==> config.mk <==
export PLATFORM = sky130hd
export DESIGN_NAME = pattern_fragment_dedup
export DESIGN_NICKNAME = d
export VERILOG_FILES = /design/src/design/pfd_pkg.sv /design/src/design/pfd_ram.sv /design/src/design/pfd_datapath.sv /design/src/design/pfd_ctrl.sv /design/src/design/pattern_fragment_dedup.sv
export SDC_FILE = /design/constraint.sdc
export NUM_CORES = 2
export LEC_CHECK = 0
export BUFFER_PORTS_ARGS = -buffer_cell sky130_fd_sc_hd__buf_2
export CAP_MARGIN = 5
export CORE_ASPECT_RATIO = 0.6
export CORE_MARGIN = 1.5
export CORE_UTILIZATION = 64
export CTS_CLUSTER_DIAMETER = 30
export DETAILED_ROUTE_END_ITERATION = 16
export PLACE_DENSITY = 0.8
export SLEW_MARGIN = 20
export SYNTH_ARGS = -nofsm -noshare
export SYNTH_HDL_FRONTEND = slang
export SYNTH_SLANG_ARGS = --single-unit
==> constraint.sdc <==
create_clock -name clock -period 5.2 [get_ports clock]
set_input_delay 0.78 -clock clock [delete_from_list [all_inputs] [get_ports clock]]
set_output_delay 0.78 -clock clock [all_outputs]
set_load 0.01 [all_outputs]
==> src/design/pfd_pkg.sv <==
// Shared types and constants for the pattern fragment dedup block.
package pfd_pkg;

   localparam int unsigned SYM_W = 7;

   // Controller to datapath commands
   typedef struct packed {
      logic store_sym;   // write accepted symbol
      logic div_start;   // begin m / f
      logic div_step;    // one restoring divide step
      logic frag_init;   // i = 0, set up fragment i
      logic frag_next;   // i++, set up fragment
      logic cand_init;   // j = 0, k = 0
      logic cand_next;   // j++, k = 0
      logic cmp_eval;    // compare read data, k++
      logic set_dup;     // record j as duplicate
      logic emit;        // load output register
      logic clear_load;  // load count back to zero
   } pfd_cmd_type;

   // Datapath to controller status
   typedef struct packed {
      logic div_done;
      logic last_frag;   // i + 1 == f
      logic cand_done;   // j == i
      logic len_differ;  // length of j differs from i
      logic cmp_end;     // k == length
      logic sym_differ;  // read data mismatch
      logic out_busy;    // output register full and not taken
   } pfd_stat_type;

endpackage

==> src/design/pfd_ram.sv <==
// Generic single write, single registered read RAM.
module pfd_ram #(
   parameter int WIDTH = 8,
   parameter int DEPTH = 256
) (
   input  logic                     clock,
   input  logic                     wr_en,
   input  logic [$clog2(DEPTH)-1:0] wr_addr,
   input  logic [WIDTH-1:0]         wr_data,
   input  logic [$clog2(DEPTH)-1:0] rd_addr,
   output logic [WIDTH-1:0]         rd_data
);
   logic [WIDTH-1:0] mem [DEPTH];

   always_ff @(posedge clock) begin
      if (wr_en) begin
         mem[wr_addr] <= wr_data;
      end
      rd_data <= mem[rd_addr];
   end
endmodule

==> src/design/pfd_datapath.sv <==
// Datapath: pattern stores, divider, fragment geometry, compare and output register.
module pfd_datapath #(
   parameter int MAX_PATTERN   = 256,
   parameter int MAX_FRAGMENTS = 32
) (
   input  logic                       clock,
   input  logic                       reset,
   input  pfd_pkg::pfd_cmd_type       cmd,
   output pfd_pkg::pfd_stat_type      stat,
   input  logic [6:0]                 req_symbol,
   input  logic [5:0]                 cfg_frags,
   input  logic                       rsp_ready,
   output logic                       rsp_valid,
   output logic [4:0]                 rsp_frag_index,
   output logic [7:0]                 rsp_frag_start,
   output logic [8:0]                 rsp_frag_length,
   output logic signed [5:0]          rsp_dup_of,
   output logic [5:0]                 rsp_unique_count,
   output logic                       rsp_last_fragment
);
   localparam int AW  = $clog2(MAX_PATTERN);
   localparam int LW  = $clog2(MAX_PATTERN + 1);
   localparam int FW  = $clog2(MAX_FRAGMENTS + 1);
   localparam int PW  = LW + FW;
   localparam int SYMW = pfd_pkg::SYM_W;

   logic [LW-1:0] load_ff, load_in;
   logic [FW-1:0] f_ff, f_in, f_sat;
   logic [LW-1:0] q_ff, q_in, rem_ff, rem_in;
   logic [LW-1:0] dcnt_ff, dcnt_in;
   logic [FW-1:0] i_ff, i_in, j_ff, j_in;
   logic [LW-1:0] k_ff, k_in;
   logic [PW-1:0] bi_ff, bi_in, bj_ff, bj_in;
   logic [LW-1:0] li_ff, li_in, lj_ff, lj_in;
   logic [FW-1:0] dup_ff, dup_in;
   logic          dupv_ff, dupv_in;
   logic [FW-1:0] uniq_ff, uniq_in;
   logic          ov_ff, ov_in;
   logic [4:0]    oi_ff; logic [7:0] os_ff; logic [8:0] ol_ff;
   logic [5:0]    od_ff, ou_ff; logic olast_ff;
   logic [LW:0]   trial;
   logic [SYMW-1:0] rda, rdb;
   logic [PW-1:0] pa, pb;

   // Fragment geometry for index x
   function automatic logic [PW-1:0] fbegin(input logic [FW-1:0] x,
                                           input logic [LW-1:0] q,
                                           input logic [LW-1:0] r);
      logic [PW-1:0] xq;
      xq = PW'(x) * PW'(q);
      if (LW'(x) < r) fbegin = xq + PW'(x);
      else            fbegin = xq + PW'(r);
   endfunction

   function automatic logic [LW-1:0] flen(input logic [FW-1:0] x,
                                         input logic [LW-1:0] q,
                                         input logic [LW-1:0] r);
      flen = (LW'(x) < r) ? q + LW'(1) : q;
   endfunction

   always_comb begin
      f_sat = FW'(cfg_frags);
      if (cfg_frags == 6'd0) f_sat = FW'(1);
      else if (7'(cfg_frags) > 7'(MAX_FRAGMENTS)) f_sat = FW'(MAX_FRAGMENTS);
   end

   assign trial = {rem_ff, q_ff[LW-1]} - (LW+1)'(f_ff);
   assign pa = bi_ff + PW'(k_ff);
   assign pb = bj_ff + PW'(k_ff);

   always_comb begin
      load_in = load_ff; f_in = f_ff; q_in = q_ff; rem_in = rem_ff; dcnt_in = dcnt_ff;
      i_in = i_ff; j_in = j_ff; k_in = k_ff; bi_in = bi_ff; bj_in = bj_ff;
      li_in = li_ff; lj_in = lj_ff; dup_in = dup_ff; dupv_in = dupv_ff;
      uniq_in = uniq_ff; ov_in = ov_ff;
      if (cmd.store_sym && load_ff < LW'(MAX_PATTERN)) load_in = load_ff + LW'(1);
      if (cmd.clear_load) load_in = '0;
      if (cmd.div_start) begin
         f_in = f_sat; rem_in = '0; dcnt_in = '0;
         q_in = (cmd.store_sym && load_ff < LW'(MAX_PATTERN)) ? load_ff + LW'(1) : load_ff;
      end
      if (cmd.div_step) begin
         dcnt_in = dcnt_ff + LW'(1);
         if (!trial[LW]) begin
            rem_in = trial[LW-1:0]; q_in = {q_ff[LW-2:0], 1'b1};
         end else begin
            rem_in = {rem_ff[LW-2:0], q_ff[LW-1]}; q_in = {q_ff[LW-2:0], 1'b0};
         end
      end
      if (cmd.frag_init || cmd.frag_next) begin
         i_in  = cmd.frag_init ? '0 : i_ff + FW'(1);
         bi_in = fbegin(i_in, q_ff, rem_ff);
         li_in = flen(i_in, q_ff, rem_ff);
         dupv_in = 1'b0;
         if (cmd.frag_init) uniq_in = '0;
      end
      if (cmd.cand_init || cmd.cand_next) begin
         j_in  = cmd.cand_init ? '0 : j_ff + FW'(1);
         bj_in = fbegin(j_in, q_ff, rem_ff);
         lj_in = flen(j_in, q_ff, rem_ff);
         k_in  = '0;
      end
      if (cmd.cmp_eval) k_in = k_ff + LW'(1);
      if (cmd.set_dup) begin
         dup_in = j_ff; dupv_in = 1'b1;
      end
      if (cmd.emit) begin
         ov_in = 1'b1;
         if (!dupv_ff) uniq_in = uniq_ff + FW'(1);
      end else if (rsp_ready) begin
         ov_in = 1'b0;
      end
   end

   always_ff @(posedge clock) begin
      if (reset) begin
         load_ff <= '0; ov_ff <= 1'b0; uniq_ff <= '0;
      end else begin
         load_ff <= load_in; ov_ff <= ov_in; uniq_ff <= uniq_in;
      end
      f_ff <= f_in; q_ff <= q_in; rem_ff <= rem_in; dcnt_ff <= dcnt_in;
      i_ff <= i_in; j_ff <= j_in; k_ff <= k_in; bi_ff <= bi_in; bj_ff <= bj_in;
      li_ff <= li_in; lj_ff <= lj_in; dup_ff <= dup_in; dupv_ff <= dupv_in;
      if (cmd.emit) begin
         oi_ff <= 5'(i_ff); os_ff <= 8'(bi_ff); ol_ff <= 9'(li_ff);
         od_ff <= dupv_ff ? 6'(dup_ff) : 6'h3F;
         ou_ff <= dupv_ff ? 6'(uniq_ff) : 6'(uniq_ff + FW'(1));
         olast_ff <= (i_ff + FW'(1) == f_ff);
      end
   end

   // Two copies of the pattern so two positions are read in one cycle
   pfd_ram #(.WIDTH(SYMW), .DEPTH(MAX_PATTERN)) u_ram_a (
      .clock, .wr_en(cmd.store_sym && load_ff < LW'(MAX_PATTERN)),
      .wr_addr(load_ff[AW-1:0]), .wr_data(req_symbol),
      .rd_addr(pa[AW-1:0]), .rd_data(rda));
   pfd_ram #(.WIDTH(SYMW), .DEPTH(MAX_PATTERN)) u_ram_b (
      .clock, .wr_en(cmd.store_sym && load_ff < LW'(MAX_PATTERN)),
      .wr_addr(load_ff[AW-1:0]), .wr_data(req_symbol),
      .rd_addr(pb[AW-1:0]), .rd_data(rdb));

   assign stat.div_done   = (dcnt_ff == LW'(LW));
   assign stat.last_frag  = (i_ff + FW'(1) == f_ff);
   assign stat.cand_done  = (j_ff == i_ff);
   assign stat.len_differ = (lj_ff != li_ff);
   assign stat.cmp_end    = (k_ff == li_ff);
   assign stat.sym_differ = (rda != rdb);
   assign stat.out_busy   = ov_ff && !rsp_ready;

   assign rsp_valid = ov_ff;
   assign rsp_frag_index = oi_ff;
   assign rsp_frag_start = os_ff;
   assign rsp_frag_length = ol_ff;
   assign rsp_dup_of = od_ff;
   assign rsp_unique_count = ou_ff;
   assign rsp_last_fragment = olast_ff;
endmodule

==> src/design/pfd_ctrl.sv <==
// Controller state machine sequencing load, divide, compare and emit.
module pfd_ctrl (
   input  logic                  clock,
   input  logic                  reset,
   input  logic                  req_valid,
   input  logic                  req_last_symbol,
   output logic                  req_ready,
   output pfd_pkg::pfd_cmd_type  cmd,
   input  pfd_pkg::pfd_stat_type stat
);
   typedef enum logic [7:0] {
      S_LOAD  = 8'b0000_0001,
      S_DIV   = 8'b0000_0010,
      S_FRAG  = 8'b0000_0100,
      S_CAND  = 8'b0000_1000,
      S_ISSUE = 8'b0001_0000,
      S_EVAL  = 8'b0010_0000,
      S_EMIT  = 8'b0100_0000,
      S_WAIT  = 8'b1000_0000
   } state_type;

   state_type state_ff, state_in;

   always_comb begin
      state_in = state_ff;
      cmd = '0;
      req_ready = 1'b0;
      unique case (state_ff)
         S_LOAD: begin
            req_ready = 1'b1;
            if (req_valid) begin
               cmd.store_sym = 1'b1;
               if (req_last_symbol) begin
                  cmd.div_start = 1'b1;
                  state_in = S_DIV;
               end
            end
         end
         S_DIV: begin
            if (stat.div_done) begin
               cmd.frag_init = 1'b1;
               state_in = S_FRAG;
            end else begin
               cmd.div_step = 1'b1;
            end
         end
         S_FRAG: begin
            cmd.cand_init = 1'b1;
            state_in = S_CAND;
         end
         S_CAND: begin
            if (stat.cand_done) state_in = S_EMIT;
            else if (stat.len_differ) cmd.cand_next = 1'b1;
            else state_in = S_ISSUE;
         end
         S_ISSUE: begin
            if (stat.cmp_end) begin
               cmd.set_dup = 1'b1;
               state_in = S_EMIT;
            end else begin
               state_in = S_EVAL;
            end
         end
         S_EVAL: begin
            if (stat.sym_differ) begin
               cmd.cand_next = 1'b1;
               state_in = S_CAND;
            end else begin
               cmd.cmp_eval = 1'b1;
               state_in = S_ISSUE;
            end
         end
         S_EMIT: begin
            if (!stat.out_busy) begin
               cmd.emit = 1'b1;
               state_in = S_WAIT;
            end
         end
         S_WAIT: begin
            if (stat.last_frag) begin
               cmd.clear_load = 1'b1;
               state_in = S_LOAD;
            end else begin
               cmd.frag_next = 1'b1;
               state_in = S_FRAG;
            end
         end
         default: state_in = S_LOAD;
      endcase
   end

   always_ff @(posedge clock) begin
      if (reset) state_ff <= S_LOAD;
      else       state_ff <= state_in;
   end
endmodule

==> src/design/pattern_fragment_dedup.sv <==
// Top level of the pattern fragment dedup block.
// Symbols load one transaction per cycle into an on-chip pattern store (up to
// MAX_PATTERN; extra symbols are dropped but a last mark still closes the
// pattern). After the last symbol the block stops accepting, divides the
// length by the fragment count with a restoring divider ($clog2(MAX_PATTERN+1)
// steps), then for each fragment compares it against each earlier fragment of
// equal length one symbol position at a time, through two read ports of
// duplicated stores. Each fragment is set up, tried against the earlier
// fragments of equal length and emitted; a fragment stops at its first
// duplicate. A result held by the sink stalls the next fragment. Results
// leave through a registered output stage; the fragment count register is
// taken when the last symbol lands.
module pattern_fragment_dedup #(
   parameter int MAX_PATTERN   = 256,
   parameter int MAX_FRAGMENTS = 32
) (
   input  logic              clock,
   input  logic              reset,
   input  logic              req_valid,
   output logic              req_ready,
   input  logic [6:0]        req_symbol,
   input  logic              req_last_symbol,
   output logic              rsp_valid,
   input  logic              rsp_ready,
   output logic [4:0]        rsp_frag_index,
   output logic [7:0]        rsp_frag_start,
   output logic [8:0]        rsp_frag_length,
   output logic signed [5:0] rsp_dup_of,
   output logic [5:0]        rsp_unique_count,
   output logic              rsp_last_fragment,
   input  logic              csr_we,
   input  logic [5:0]        csr_wdata
);
   pfd_pkg::pfd_cmd_type  cmd;
   pfd_pkg::pfd_stat_type stat;
   logic [5:0] frags_ff;

   // Fragment count register, reset to one
   always_ff @(posedge clock) begin
      if (reset)       frags_ff <= 6'd1;
      else if (csr_we) frags_ff <= csr_wdata;
   end

   pfd_ctrl u_ctrl (
      .clock, .reset, .req_valid, .req_last_symbol, .req_ready, .cmd, .stat);

   pfd_datapath #(.MAX_PATTERN(MAX_PATTERN), .MAX_FRAGMENTS(MAX_FRAGMENTS)) u_dp (
      .clock, .reset, .cmd, .stat, .req_symbol, .cfg_frags(frags_ff),
      .rsp_ready, .rsp_valid, .rsp_frag_index, .rsp_frag_start, .rsp_frag_length,
      .rsp_dup_of, .rsp_unique_count, .rsp_last_fragment);
endmodule

==> reports/qor.yml <==
synthesis:
  synthDistinctLibCells: 82
  synth_edf_count: 1921
  avgSynthCellArea_sq_um: 18.5
  ys_seq_area_share_pct: 61.8
  async_flop_share_pct: 0
  syn_inst: 5130
  synth_flop_cell: "edfxtp_1"
  ys_ff_latch: 1966
  yosys_warnings: 0
  syn_area_sq_um: 94700
floorplanning:
  start_util_pct: 64.4
  die_h_microns: 301
  io_pins: 56
  die_w_microns: 500
  fp.coreArea_sq_um: 147000
  rows: 109
  die_area_sq_um: 150000
timing:
  period_share_pct: 95.6
  slew_headroom_pct: 10.9
  rsz0062_at_grt: "no"
  tightestPinTransition_ns: 1.33
  skew_ns: 0.0740
  holdWs_ns: 0.109
  final.setup.tns_ns: 0
  hold_violations: 0
  final_max_slew_viol_count: 0
  finalSetupViolations: 0
  setup_ws_ns: 0.231
  period_minus_slack_ns: 4.97
  max_freq_ghz: 0.201
pwr:
  p_seq_share_pct: 46.7
  p_sw_w: 0.00806
  power.internal_w: 0.0294
  leakagePower_nw: 35.2
  comb_power_share_pct: 2.1
  switching_share_pct: 21.5
  power_density_nw_per_um2: 347
  clkPwrFrac_pct: 51.2
  ir_worst_vdd_mv: 0.465
critical_path:
  crit_fanout: 7
  setup.worst_path.start: "u_ctrl.state_ff[7]"
  worstSetupPathType: "flop to flop"
  reg2reg_depth: 15
  reg2reg_slack_ns: 0.23
  crit_top_cell: "fa_1"
  cpMaxStageDelayCell: "or4_4"
  critPathLaunchType: "flop"
  worstPathArrival_ns: 5.60
  cp-endpoint: "u_dp.bi_ff[7]"
  slowest_delay_ns: 0.61
  cp_cell_sequence: "or4_4 > nor4_4 > nor2b_2 > nor2_1 > and2_1 > fa_1 > inv_1 > fa_1 > fa_1 > inv_1 > ha_1 > xnor2_1 > ha_1 > a21oi_1 > xnor2_1"
  cp-end-kind: "flop"
  critPathRequiredTime_ns: 5.83
  reg2reg_from: "u_ctrl.state_ff[7]"
  r2r_end: "u_dp.bi_ff[7]"
layout:
  syn2layout_area_growth_pct: 13.8
  instances_no_fill: 7512
  finish.utilization_pct: 73.2
  nets: 5477
  final_cell_mix: "1921 x edfxtp_1, 1012 x mux4_2, 354 x nor2_1"
  drive_above_1_share_pct: 33.2
  nFillCells: 8199
  final_common_cell: "edfxtp_1"
global_routing:
  grt_max_degree: 164
  grt_pass1_vias: 57100
  grt_pass1_wl_microns: 416000
  grt_usage_pct: 39.3
  grt_overflow: 0
  antenna_found_initial: 20
cts:
  root_buffer: "clkbuf_16"
  path_clk_slew_ns: 0.06
  cts_tree: "built"
  cts_buffer_depth: 4
  clock_sinks: 1966
  cts_hold_buf: 0
  cts_setup_buffers: 0
  numCtsBuffers: 287
  post_cts_resized: 0
  htree_levels: 5
  insertion_delay_ns: 0.94
route:
  drt.antenna.violating_nets: 0
  dr_total_vias: 58500
  routed_wl_microns: 291000
  vias_per_cell: 7.79
  drtPass1Iterations: 10
  wl_per_cell_microns: 38.7
  drtIter0Drc: 11400
  drc: 0
placed_design:
  io_buffers: 55
  dp_hpwl_microns: 180000
  place_congestion: 1.02
  placed_cells: 7003
  dpl_worst_slack_ns: 0.207
worst_hold_path:
  hp-class: "input port to flop"
flow_run:
  max_cap_viol_count: 0
status:
  status: "finished clean"
worst min-delay path by stage:
stage               cells after the start           start  slack [ns]                endpoint
floorplan                               0   u_dp.bi_ff[0]        0.43  u_dp.rsp_frag_start[0]
global placement                        1  u_dp.dup_ff[5]        0.49      u_dp.rsp_dup_of[5]
detailed placement                      1  u_dp.dup_ff[2]        0.49      u_dp.rsp_dup_of[2]
CTS                                     2    csr_wdata[0]        0.07             frags_ff[0]
global route                            2    csr_wdata[0]        0.12             frags_ff[0]
finish                                  2    csr_wdata[0]        0.11             frags_ff[0]
worst max-delay path: cells and delay by family, from the launching register on:
family,cells,cell delay [ns]
and+or+nand+nor,5,1.71
adders and majority gates,5,2.13
xor gates and xnor gates,2,0.22
DFF,1,0.37
buffers and inverters,2,0.11
AOI/OAI and AO/OA,1,0.18
final cells by class:
type	instances	area, sq um	area share, %
Clock inverter	174	1850	1.71
Multi-Input combinational cell	2736	34500	32.0
Clock buffer	320	7440	6.91
Inverter	60	225	0.209
Timing Repair Buffer	301	2750	2.55
Tap cell	1942	2430	2.25
Antenna cell	13	32.5	0.0302
Sequential cell	1966	58600	54.4
routing by layer:
metal	global-route usage, %	wire length, microns	up-vias
met3	17.8	53200	889
met2	53.2	122000	5752
met4	13.1	10700	36
li1	-	-	21900
met1	57.3	104000	30000
met5	0	254	-
cell families after synthesis:
kind of cell / Yosys count / share of synthesized area [%]
flops: 1966 / 61.8
mux: 1240 / 26.5
simple gates: 1001 / 4.81
buf+inv: 429 / 2.05
compound gates: 245 / 1.76
xor+xnor: 142 / 1.36
fa+ha+maj: 106 / 1.65
other cells: 1 / 0.00396
per-stage QoR:
stage               instance area, sq um  total power, W
floorplan                          94700          0.0182
global placement                   98400          0.0185
detailed placement                 98400          0.0186
CTS                               108000          0.0374
global route                      108000          0.0381
finish                            108000          0.0374
synthesized netlist by cell type, types with 8 or more instances:
master	number	area, sq um
a21o_1	18	135
a21oi_1	60	300
a31oi_1	11	68.8
and2_1	34	213
and3_1	15	93.8
buf_1	25	93.8
buf_2	103	515
buf_4	37	278
buf_6	8	90.1
clkbuf_1	195	732
dfxtp_1	45	901
edfxtp_1	1921	57700
fa_1	31	621
ha_1	75	938
inv_1	59	221
mux2_2	45	507
mux2i_1	182	1820
mux4_2	1012	22800
nand2_1	297	1110
nand2b_1	24	150
nand3_1	106	531
nand4_1	59	369
nor2_1	357	1340
nor2b_1	19	119
nor3_1	32	160
nor4_1	10	62.6
o21ai_0	42	210
o221ai_1	14	123
o22ai_1	14	87.6
or3_1	9	56.3
or4_1	13	97.6
xnor2_1	91	797
xor2_1	48	420
power by group through the flow:
stage	registers, W	clock network, W	logic, W
2_1_floorplan	0.0178	0	0.000373
3_3_place_gp	0.0178	0	0.000742
3_5_place_dp	0.0178	0	0.000767
4_1_cts	0.0175	0.0191	0.000777
5_1_grt	0.0175	0.0198	0.000861
6_report	0.0175	0.0192	0.000800
sequential cells by signal, summed over array words and instances, names as in the netlist, 7 cells and up:
name and flops:
u_dp.rem_ff 9, u_dp.bj_ff 8, u_dp.load_ff 9, u_dp.li_ff 9, u_dp.lj_ff 9, u_dp.rsp_frag_start 8, u_dp.q_ff 9, u_dp.k_ff 9
u_dp.u_ram_b.mem 1785, u_dp.u_ram_a.mem 7, u_dp.dcnt_ff 9, u_dp.u_ram_b.rd_data 7, u_dp.u_ram_a.rd_data 7, u_ctrl.state_ff 8, u_dp.bi_ff 8, u_dp.rsp_frag_length 9
(Power assumes the default switching activity.)
